[config.mk]
export PLATFORM = sky130hd
export DESIGN_NAME = stereo_linear_resampler
export DESIGN_NICKNAME = d
export VERILOG_FILES = /design/src/sv/slr_pkg.sv /design/src/sv/stereo_linear_resampler.sv /design/src/sv/slr_datapath.sv /design/src/sv/slr_ctrl.sv
export SDC_FILE = /design/constraint.sdc
export NUM_CORES = 2
export LEC_CHECK = 0
export BUFFER_PORTS_ARGS = -buffer_cell sky130_fd_sc_hd__buf_2
export CAP_MARGIN = 20
export CELL_PAD_IN_SITES_DETAIL_PLACEMENT = 2
export CELL_PAD_IN_SITES_GLOBAL_PLACEMENT = 2
export CORE_ASPECT_RATIO = 1.4
export CORE_UTILIZATION = 38
export CTS_CLUSTER_SIZE = 30
export DETAILED_ROUTE_END_ITERATION = 7
export HOLD_SLACK_MARGIN = 0.12
export PLACE_DENSITY_LB_ADDON = 0.05
export SLEW_MARGIN = 0
export SYNTH_ARGS = -nofsm -noshare
export SYNTH_HDL_FRONTEND = slang
export SYNTH_SLANG_ARGS = --single-unit
[constraint.sdc]
create_clock -name clock -period 7.65 [get_ports clock]
set_clock_uncertainty 0.2 [all_clocks]
set_input_delay 0.3825 -clock clock [delete_from_list [all_inputs] [get_ports clock]]
set_output_delay 0.3825 -clock clock [all_outputs]
set_load 0.1 [all_outputs]
[src/sv/slr_pkg.sv]
package slr_pkg;

   localparam int SAMPLE_W   = 16;
   localparam int FRAC_W     = 16;
   localparam int PHASE_W    = 21;
   localparam int RESULT_CAP = 16;
   localparam int COUNT_W    = $clog2(RESULT_CAP);
   localparam int DIFF_W     = SAMPLE_W + 1;
   localparam int PROD_W     = 2 * DIFF_W;

   localparam logic [PHASE_W-1:0] STEP_RESET = PHASE_W'(384000);
   localparam logic [PHASE_W-1:0] PHASE_MAX  = {PHASE_W{1'b1}};
   localparam logic [PHASE_W-1:0] PHASE_ONE  = PHASE_W'(1) << FRAC_W;

   typedef struct packed {
      logic signed [SAMPLE_W-1:0] left_sample;
      logic signed [SAMPLE_W-1:0] right_sample;
   } req_payload_type;

   typedef struct packed {
      logic signed [SAMPLE_W-1:0] left_out;
      logic signed [SAMPLE_W-1:0] right_out;
      logic                       last_of_run;
   } rsp_payload_type;

   // controller -> datapath
   typedef struct packed {
      logic latch;   // take the new frame, clear the run count
      logic mul;     // register the interpolation products
      logic emit;    // load the result register, advance phase
      logic finish;  // wrap phase, new frame becomes previous
   } dp_cmd_type;

   // datapath -> controller
   typedef struct packed {
      logic below_one;  // phase < 1
      logic last;       // the result formed now ends the run
      logic out_free;   // result register can take an item this cycle
   } dp_status_type;

endpackage

[src/sv/stereo_linear_resampler.sv]
// A frame is accepted in the idle state; for each result the products are registered in a
// multiply state, and the result is loaded in an emit state that stalls on a full register.
// A frame yields n = 0..16 results from the controller's loop and holds the block until its
// run ends. A held result register lets the next frame in while the last result waits.
// Reset (synchronous): step 384000, phase and previous frame zero, result register empty.
module stereo_linear_resampler (
   input  logic                            clock,
   input  logic                            reset,
   input  logic                            req_valid,
   output logic                            req_ready,
   input  slr_pkg::req_payload_type        req_payload,
   output logic                            rsp_valid,
   input  logic                            rsp_ready,
   output slr_pkg::rsp_payload_type        rsp_payload,
   input  logic                            csr_valid,
   output logic                            csr_ready,
   input  logic [slr_pkg::PHASE_W-1:0]     csr_wdata
);

   slr_pkg::dp_cmd_type    cmd;
   slr_pkg::dp_status_type status;

   // step register is always writable; the source must write it only while
   // no frame is in flight, and the block itself does not enforce this
   assign csr_ready = 1'b1;

   // sequencer: accept a frame, loop multiply/emit while phase < 1 and
   // under the cap, then wrap phase and keep the frame
   slr_ctrl u_ctrl (
      .clock     (clock),
      .reset     (reset),
      .req_valid (req_valid),
      .req_ready (req_ready),
      .status    (status),
      .cmd       (cmd)
   );

   // phase, step, previous/new frame, product registers and result register
   slr_datapath u_datapath (
      .clock       (clock),
      .reset       (reset),
      .cmd         (cmd),
      .status      (status),
      .req_payload (req_payload),
      .csr_valid   (csr_valid),
      .csr_wdata   (csr_wdata),
      .rsp_valid   (rsp_valid),
      .rsp_ready   (rsp_ready),
      .rsp_payload (rsp_payload)
   );

endmodule

[src/sv/slr_datapath.sv]
module slr_datapath (
   input  logic                            clock,
   input  logic                            reset,
   input  slr_pkg::dp_cmd_type             cmd,
   output slr_pkg::dp_status_type          status,
   input  slr_pkg::req_payload_type        req_payload,
   input  logic                            csr_valid,
   input  logic [slr_pkg::PHASE_W-1:0]     csr_wdata,
   output logic                            rsp_valid,
   input  logic                            rsp_ready,
   output slr_pkg::rsp_payload_type        rsp_payload
);

   localparam int NUM_W = slr_pkg::SAMPLE_W + slr_pkg::FRAC_W + 2;

   logic [slr_pkg::PHASE_W-1:0]         step_ff;
   logic [slr_pkg::PHASE_W-1:0]         phase_ff, phase_in;
   logic signed [slr_pkg::SAMPLE_W-1:0] prev_l_ff, prev_r_ff;
   logic signed [slr_pkg::SAMPLE_W-1:0] new_l_ff, new_r_ff;
   logic signed [slr_pkg::PROD_W-1:0]   prod_l_ff, prod_r_ff;
   logic [slr_pkg::COUNT_W-1:0]         count_ff;
   logic                                rsp_valid_ff;
   slr_pkg::rsp_payload_type            rsp_ff, rsp_in;
   logic [slr_pkg::PHASE_W:0]           sum;
   logic [slr_pkg::PHASE_W-1:0]         sat;
   logic signed [slr_pkg::PROD_W-1:0]   mul_l, mul_r;

   // prev + (new - prev) * frac / 2^16, truncated toward zero
   function automatic logic signed [slr_pkg::SAMPLE_W-1:0] lerp_out(
      input logic signed [slr_pkg::SAMPLE_W-1:0] prev,
      input logic signed [slr_pkg::PROD_W-1:0]   prod
   );
      logic signed [NUM_W-1:0]                   num;
      logic [NUM_W-slr_pkg::FRAC_W-1:0]          q;
      num = $signed({{2{prev[slr_pkg::SAMPLE_W-1]}}, prev, {slr_pkg::FRAC_W{1'b0}}})
            + NUM_W'(prod);
      q = num[NUM_W-1:slr_pkg::FRAC_W];
      if (num[NUM_W-1] && (|num[slr_pkg::FRAC_W-1:0])) begin
         q = q + 1'b1;
      end
      return q[slr_pkg::SAMPLE_W-1:0];
   endfunction

   function automatic logic signed [slr_pkg::PROD_W-1:0] diff_mul(
      input logic signed [slr_pkg::SAMPLE_W-1:0] prev,
      input logic signed [slr_pkg::SAMPLE_W-1:0] nxt,
      input logic [slr_pkg::FRAC_W-1:0]          frac
   );
      logic signed [slr_pkg::DIFF_W-1:0] diff;
      diff = slr_pkg::DIFF_W'(nxt) - slr_pkg::DIFF_W'(prev);
      return diff * $signed({1'b0, frac});
   endfunction

   assign mul_l = diff_mul(prev_l_ff, new_l_ff, phase_ff[slr_pkg::FRAC_W-1:0]);
   assign mul_r = diff_mul(prev_r_ff, new_r_ff, phase_ff[slr_pkg::FRAC_W-1:0]);

   assign sum = {1'b0, phase_ff} + {1'b0, step_ff};
   assign sat = sum[slr_pkg::PHASE_W] ? slr_pkg::PHASE_MAX : sum[slr_pkg::PHASE_W-1:0];

   assign status.below_one = ~|phase_ff[slr_pkg::PHASE_W-1:slr_pkg::FRAC_W];
   assign status.last      = (count_ff == slr_pkg::COUNT_W'(slr_pkg::RESULT_CAP - 1))
                             || (|sat[slr_pkg::PHASE_W-1:slr_pkg::FRAC_W]);
   assign status.out_free  = ~rsp_valid_ff | rsp_ready;

   always_comb begin
      phase_in = phase_ff;
      if (cmd.emit) begin
         phase_in = sat;
      end else if (cmd.finish) begin
         phase_in = status.below_one ? '0 : phase_ff - slr_pkg::PHASE_ONE;
      end
   end

   always_comb begin
      rsp_in.left_out    = lerp_out(prev_l_ff, prod_l_ff);
      rsp_in.right_out   = lerp_out(prev_r_ff, prod_r_ff);
      rsp_in.last_of_run = status.last;
   end

   always_ff @(posedge clock) begin
      if (reset) begin
         step_ff      <= slr_pkg::STEP_RESET;
         phase_ff     <= '0;
         prev_l_ff    <= '0;
         prev_r_ff    <= '0;
         count_ff     <= '0;
         rsp_valid_ff <= 1'b0;
      end else begin
         if (csr_valid) begin
            step_ff <= csr_wdata;
         end
         phase_ff <= phase_in;
         if (cmd.finish) begin
            prev_l_ff <= new_l_ff;
            prev_r_ff <= new_r_ff;
         end
         if (cmd.latch) begin
            count_ff <= '0;
         end else if (cmd.emit) begin
            count_ff <= count_ff + 1'b1;
         end
         if (cmd.emit) begin
            rsp_valid_ff <= 1'b1;
         end else if (rsp_ready) begin
            rsp_valid_ff <= 1'b0;
         end
      end
   end

   always_ff @(posedge clock) begin
      if (cmd.latch) begin
         new_l_ff <= req_payload.left_sample;
         new_r_ff <= req_payload.right_sample;
      end
      if (cmd.mul) begin
         prod_l_ff <= mul_l;
         prod_r_ff <= mul_r;
      end
      if (cmd.emit) begin
         rsp_ff <= rsp_in;
      end
   end

   assign rsp_valid   = rsp_valid_ff;
   assign rsp_payload = rsp_ff;

   a_emit_into_free: assert property (@(posedge clock) disable iff (reset)
      cmd.emit |-> status.out_free)
      else $error("result loaded over an unaccepted item");

   a_cap_ends_run: assert property (@(posedge clock) disable iff (reset)
      (cmd.emit && !status.last) |->
         (count_ff != slr_pkg::COUNT_W'(slr_pkg::RESULT_CAP - 1)))
      else $error("run went past the result cap");

   a_rsp_from_emit: assert property (@(posedge clock) disable iff (reset)
      $rose(rsp_valid_ff) |-> $past(cmd.emit))
      else $error("result appeared without an emit");

endmodule

[src/sv/slr_ctrl.sv]
module slr_ctrl (
   input  logic                    clock,
   input  logic                    reset,
   input  logic                    req_valid,
   output logic                    req_ready,
   input  slr_pkg::dp_status_type  status,
   output slr_pkg::dp_cmd_type     cmd
);

   localparam logic [1:0] ST_IDLE = 2'd0;
   localparam logic [1:0] ST_MUL  = 2'd1;
   localparam logic [1:0] ST_EMIT = 2'd2;
   localparam logic [1:0] ST_DONE = 2'd3;

   logic [1:0] state_ff, state_in;

   always_comb begin
      state_in = state_ff;
      cmd      = '0;
      unique case (state_ff)
         ST_IDLE: begin
            if (req_valid) begin
               cmd.latch = 1'b1;
               state_in  = status.below_one ? ST_MUL : ST_DONE;
            end
         end
         ST_MUL: begin
            cmd.mul  = 1'b1;
            state_in = ST_EMIT;
         end
         ST_EMIT: begin
            if (status.out_free) begin
               cmd.emit = 1'b1;
               state_in = status.last ? ST_DONE : ST_MUL;
            end
         end
         ST_DONE: begin
            cmd.finish = 1'b1;
            state_in   = ST_IDLE;
         end
         default: begin
            state_in = ST_IDLE;
         end
      endcase
   end

   assign req_ready = (state_ff == ST_IDLE);

   always_ff @(posedge clock) begin
      if (reset) begin
         state_ff <= ST_IDLE;
      end else begin
         state_ff <= state_in;
      end
   end

   a_one_cmd: assert property (@(posedge clock) disable iff (reset)
      $onehot0({cmd.latch, cmd.mul, cmd.emit, cmd.finish}))
      else $error("more than one datapath command");

   a_last_then_finish: assert property (@(posedge clock) disable iff (reset)
      (cmd.emit && status.last) |=> cmd.finish)
      else $error("run ended without wrapping phase");

endmodule
* Yosys cells after proc, flatten, opt, wreduce, memory -nomap -nowiden *
Cells that the tools add are included.

storage, ports and cells
  input bits = 58
  latch bits = 0
  word-level logic and storage cells = 64
  bits in read-only memories = 0
  register bits = 214
  memory bits (writable) = 0
  memories kept = 0

operators by class
  shift operators = 0
  reductions and logical operators = 12
  mux-type cells = 19
  add/sub/neg operators = 9
  eq/ne operators = 6
  div/mod/pow operators = 0
  order comparisons = 0
  multipliers = 2
  bitwise logic cells = 2

operators with widths
  operator                                                               number
  21-bit two-way mux                                                     4
  32-bit by 34-bit adder with 34-bit output                              2
  17-bit by 17-bit multiplier with 34-bit output                         2
  16-bit by 16-bit subtractor with 17-bit output                         2
  16-bit by 1-bit adder with 16-bit output, second input constant        2
  16-bit two-way mux                                                     2
  16-bit OR reduction                                                    2
  21-bit by 21-bit adder with 22-bit output                              1
  21-bit by 17-bit subtractor with 21-bit output, second input constant  1
  5-bit OR reduction                                                     2
  1-bit two-way mux                                                      8
  2-bit two-way mux                                                      4
  2-bit one-hot mux with 4 select lines                                  1
  4-bit by 1-bit adder with 4-bit output, second input constant          1
  2-bit equality test, second input constant                             2
  4-bit equality test, second input constant                             1
  2-bit != test, second input constant                                   2
  2-bit nonzero test                                                     2
  2-bit by 1-bit equality test with 1-bit output, second input constant  1
  1-bit logical AND                                                      2
  2-bit zero test                                                        1
  2-bit AND reduction                                                    1
  2-bit OR reduction                                                     1
  1-bit logical OR                                                       1
  other kinds (2)                                                        2

* Depth between registers and ports, before layout *
  depth in word-level cells = 7
  depth in mapped cells = 35

* By module *
A second synthesis with hierarchy kept.

unflattened totals
  cells, all modules = 3563
  area, all modules = 33380.8 sq um

modules (own cells, without submodules)
  module                   area each (sq um)  sequential area each (sq um)  cells an instance  instances
  slr_datapath             33248.1            5575.3                        3547               1
  slr_ctrl                 121.4              40.0                          14                 1
  stereo_linear_resampler  11.3               0.0                           2                  1

* Worst setup path after synthesis *
No wires, ideal clock.

  kind = reg-to-reg
  start = register u_datapath.new_l_ff[0] (netlist bit)
  end = register u_datapath.prod_l_ff[32] (netlist bit), data pin
  clock period less this slack = 8.300 ns
  required time = 7.192 ns
  arrival time = 7.842 ns
  cell stages (with the launch flop) = 35
  library setup time = 0.258 ns
  slack = -0.650 ns
  path through = edfxtp_1 inv_1 ha_1 fa_1 nor2b_1 o21ai_1 a21boi_1 o21ai_1 a211oi_2 nor2_1 o21ai_0 xnor2_1 clkbuf_1 nand2_1 fa_1 fa_1 inv_1 fa_1 inv_1 fa_1 inv_1 fa_1 inv_1 fa_1 inv_1 ha_1 and3_1 a221oi_2 nand3b_1 o21ai_2 a311oi_1 or4_1 a21o_1 a21oi_2 xnor2_1

between the ends
  word-level cells in the longest chain between the ends = 2

ends and longest elaborated chain
  item                                            line                 RTL
  start, declared                                 slr_datapath.sv:19   logic signed [slr_pkg::SAMPLE_W-1:0] new_l_ff, new_r_ff;
  start signal, assigned                          slr_datapath.sv:112  new_l_ff <= req_payload.left_sample;
  16-bit by 16-bit subtractor with 17-bit output  slr_datapath.sv:50   diff = slr_pkg::DIFF_W'(nxt) - slr_pkg::DIFF_W'(prev);
  17-bit by 17-bit multiplier with 34-bit output  slr_datapath.sv:51   return diff * $signed({1'b0, frac});
  named net u_datapath.mul_l, one bit             slr_datapath.sv:26   logic signed [slr_pkg::PROD_W-1:0] mul_l, mul_r;
  end signal, assigned                            slr_datapath.sv:116  prod_l_ff <= mul_l;
  end, declared                                   slr_datapath.sv:20   logic signed [slr_pkg::PROD_W-1:0] prod_l_ff, prod_r_ff;

The timed path passes the listed nets, and every way through them passes these cells.
A chain may end at the register's enable or synchronous reset.

* Final worst setup path *
  start = register u_datapath.new_r_ff[1] (netlist bit)
  end = register u_datapath.prod_r_ff[30] (netlist bit), data pin

between the ends
  word-level cells in the longest chain between the ends = 2

ends and longest elaborated chain
  item                                            line                 RTL
  start, declared                                 slr_datapath.sv:19
  start signal, assigned                          slr_datapath.sv:113  new_r_ff <= req_payload.right_sample;
  16-bit by 16-bit subtractor with 17-bit output  slr_datapath.sv:50
  17-bit by 17-bit multiplier with 34-bit output  slr_datapath.sv:51
  named net u_datapath.mul_r, one bit             slr_datapath.sv:26
  end signal, assigned                            slr_datapath.sv:117  prod_r_ff <= mul_r;
  end, declared                                   slr_datapath.sv:20

The timed path passes the listed nets, and every way through them passes these cells.

==> metrics.cfg <==
[critical_path]
crit_fanout=6
cpMaxStageDelayCell=fa_1
r2r-start=u_datapath.new_r_ff[1]
arrival_ns=8.65
worstRegToRegCells=33
worst_path_most_repeated_cell=fa_1
slowest_delay_ns=0.54
cp-end-kind=flop
path_class=flop to flop
cp.required_ns=7.78
rrSetupSlack_ns=-0.87
critPathLaunchType=flop
r2r-end=u_datapath.prod_r_ff[30]

[power]
finalPower_mw=16.2
vdd.ir_drop.worst_uv=325
power_switching_mw=8.21
clock_power_share_pct=8.2
switching_share_pct=50.8
powerDensity_nw_per_um2=389
combPwrFrac_pct=79.0
p_int_mw=7.95
leakage_nw=20.1
p_seq_share_pct=12.9

[synthesis]
avgSynthCellArea_um2=9.23
synth_common_cells=767 x inv_1, 551 x fa_1, 386 x nand2_1
synth_ff_type=edfxtp_1
yosysSeqAreaShare_pct=16.9
yosysUniqueCellTypes=82
syn_inst=3595
yosysWarningCount=0
synth_area_um2=33200
synth_edf_count=133
synth_top_cell_by_area=fa_1
netlist.area_leader.share_pct=33.2
yosys-top-cells-area=fa_1 33%, edfxtp_1 12%, ha_1 10%
ys_async_sr_fraction_pct=0
synth.most_common_cell=inv_1
yosys_register_bits=214
synth_nets=4470

[cts]
clk_pin_slew_worst_paths_ns=0.07
clkSinkCount=214
cts_tree=built
numCtsBuffers=26
insertion_delay_ns=0.62
cts_max_path_buffers=3
htreeDepth=1
cts-root-buf=clkbuf_16

[min_path]
min_path_type=input pin to flop
whs_path_depth=3
min-delay-start=csr_valid
worstHoldEndpoint=u_datapath.step_ff[8]

[placed_design]
pre_cts_slack_ns=-1.48
globalplace.congestion=0.840
place_hpwl_um=93500
port_buffers=92

[sta]
tightest_slew_ns=1.12
fin_tns_setup_ns=-18.91
slew_viol_final=0
timing.hold.ws_ns=0.218
fin_crit_ns=8.52
relSlewSlack_pct=25.3
max_freq_mhz=117
setup_viol=35
fin_crit_sh_pct=111
fin_ws_ns=-0.867
finalHoldViolations=0
grt_setup_unrepaired=true

[global_route]
antenna_found_initial=2
grt_pass1_vias=32700
groute.usage.overall_pct=26.5
grt_max_degree=58
grt_pass1_wl_um=182000
grt_overflow=0

[cells_and_area]
area_delta_synth_final_pct=25.3
fin_nets=4997
fin_util_pct=48.3
fillers=9164
layout-drive-gt1-share_pct=21.5

[floorplanning]
core_area_um2=86100
num_io_pins=94
die_height_um=352
start_util_pct=38.5
rows=127
fp.dieArea_um2=88600
dieWidth_um=252

[status]
failed_checks=setup timing
outcome=finished, violations left

[drt]
ant_nets=0
drtPass1Iterations=4
wl_per_cell_um=21.7
viasPerCell=5.04
drc_errors=0
wl_um=115000
drt_iter0_markers=748
vias=26800

[run]
drv_cap=0

==> registers in the layout, summed over array words and instances (netlist names) <==
name	count
u_ctrl.state_ff	2
u_datapath.count_ff	4
u_datapath.new_l_ff	16
u_datapath.new_r_ff	16
u_datapath.phase_ff	21
u_datapath.prev_l_ff	16
u_datapath.prev_r_ff	16
u_datapath.prod_l_ff	34
u_datapath.prod_r_ff	34
u_datapath.rsp_payload	33
u_datapath.rsp_valid	1
u_datapath.step_ff	21
==> power groups by stage <==
stage	combinational (mW)	sequential, mW	clock [mW]
after global routing	13.9	2.10	1.39
after floorplan	6.28	2.38	0
after CTS	12.5	2.08	1.36
final	12.8	2.08	1.32
after detailed placement	11.5	2.10	0
after global placement	11.0	2.09	0
==> through the flow <==
stage,area [um2],instances
after floorplan,33500,3595
after global placement,38100,5129
after detailed placement,38100,5129
after CTS,40900,5268
after global routing,41600,5303
final,41600,5305
==> cells in the final DEF, fill, tap and decap left out, drive strengths merged, types with 30 or more instances in the layout <==
cell type / instances
a21o: 43
dlygate4sd3: 56
dfxtp: 81
ha: 266
xor2: 45
o21ai: 107
xnor2: 122
nand2: 386
fa: 551
edfxtp: 133
inv: 767
and2: 217
buf: 584
nor2b: 73
nor2: 105
clkbuf: 41
nand3: 30
nand2b: 34
a21oi: 160
==> layer usage <==
| layer | track usage (%) | part of all wire, % | vias to the layer above | routed length [um] |
|---|---|---|---|---|
| met1 | 27.4 | 36 | 14000 | 41700 |
| li1 | - | - | 12200 | - |
| met5 | 0 | 0 | - | 0 |
| met3 | 1.95 | 2.2 | 185 | 2500 |
| met2 | 55.1 | 58 | 320 | 66700 |
| met4 | 8.44 | 3.6 | 0 | 4130 |
==> worst max-delay path by stage <==
stage | start | endpoint | slack [ns] | depth (start not counted)
2_1_floorplan | u_datapath.new_l_ff[0] | u_datapath.prod_l_ff[32] | -0.32 | 34
3_3_place_gp | u_datapath.new_l_ff[0] | u_datapath.prod_l_ff[33] | -1.20 | 31
3_5_place_dp | u_datapath.new_l_ff[0] | u_datapath.prod_l_ff[33] | -1.48 | 31
4_1_cts | u_datapath.new_r_ff[1] | u_datapath.prod_r_ff[32] | -0.80 | 31
5_1_grt | u_datapath.new_r_ff[1] | u_datapath.prod_r_ff[30] | -1.18 | 36
6_report | u_datapath.new_r_ff[1] | u_datapath.prod_r_ff[30] | -0.87 | 33
==> kinds of logic after synthesis <==
family	synth area share (%)
AOI/OAI and AO/OA	9.04
xor gates and xnor gates	4.41
adders and majority gates	43.6
buffers and inverters	10.4
DFF	16.9
muxes	0.584
other	0.0113
and+or+nand+nor	15.1
==> critical path: cells and delay by family (launching register included) <==
family                   cells  cell delay, ns
buffers and inverters        8            0.74
AO/OA/AOI/OAI               12            2.45
AND/OR/NAND/NOR              4            0.81
XOR/XNOR                     1            0.06
adder cells (fa/ha/maj)      8            3.49
flip-flops                   1            0.47
==> timing repair <==
action                     4_1_cts  5_1_grt
buffers inserted                49       42
pin swaps                      132       87
hold endpoints to repair        56        0
setup endpoints to repair       39       40
hold buffers                    56        0
resized for setup              219      114
==> layout make-up <==
class / instances / area, um2 / share of cell area (%)
inverters: 767 / 2880 / 6.94
multi-input cells: 2473 / 25700 / 61.8
clock inverters: 7 / 124 / 0.298
well taps: 1161 / 1450 / 3.49
flip-flops and latches: 214 / 5620 / 13.5
repair buffers: 640 / 5070 / 12.2
clock buffers: 41 / 747 / 1.80
diodes: 2 / 5.00 / 0.0120
(Power assumes the default switching activity.)
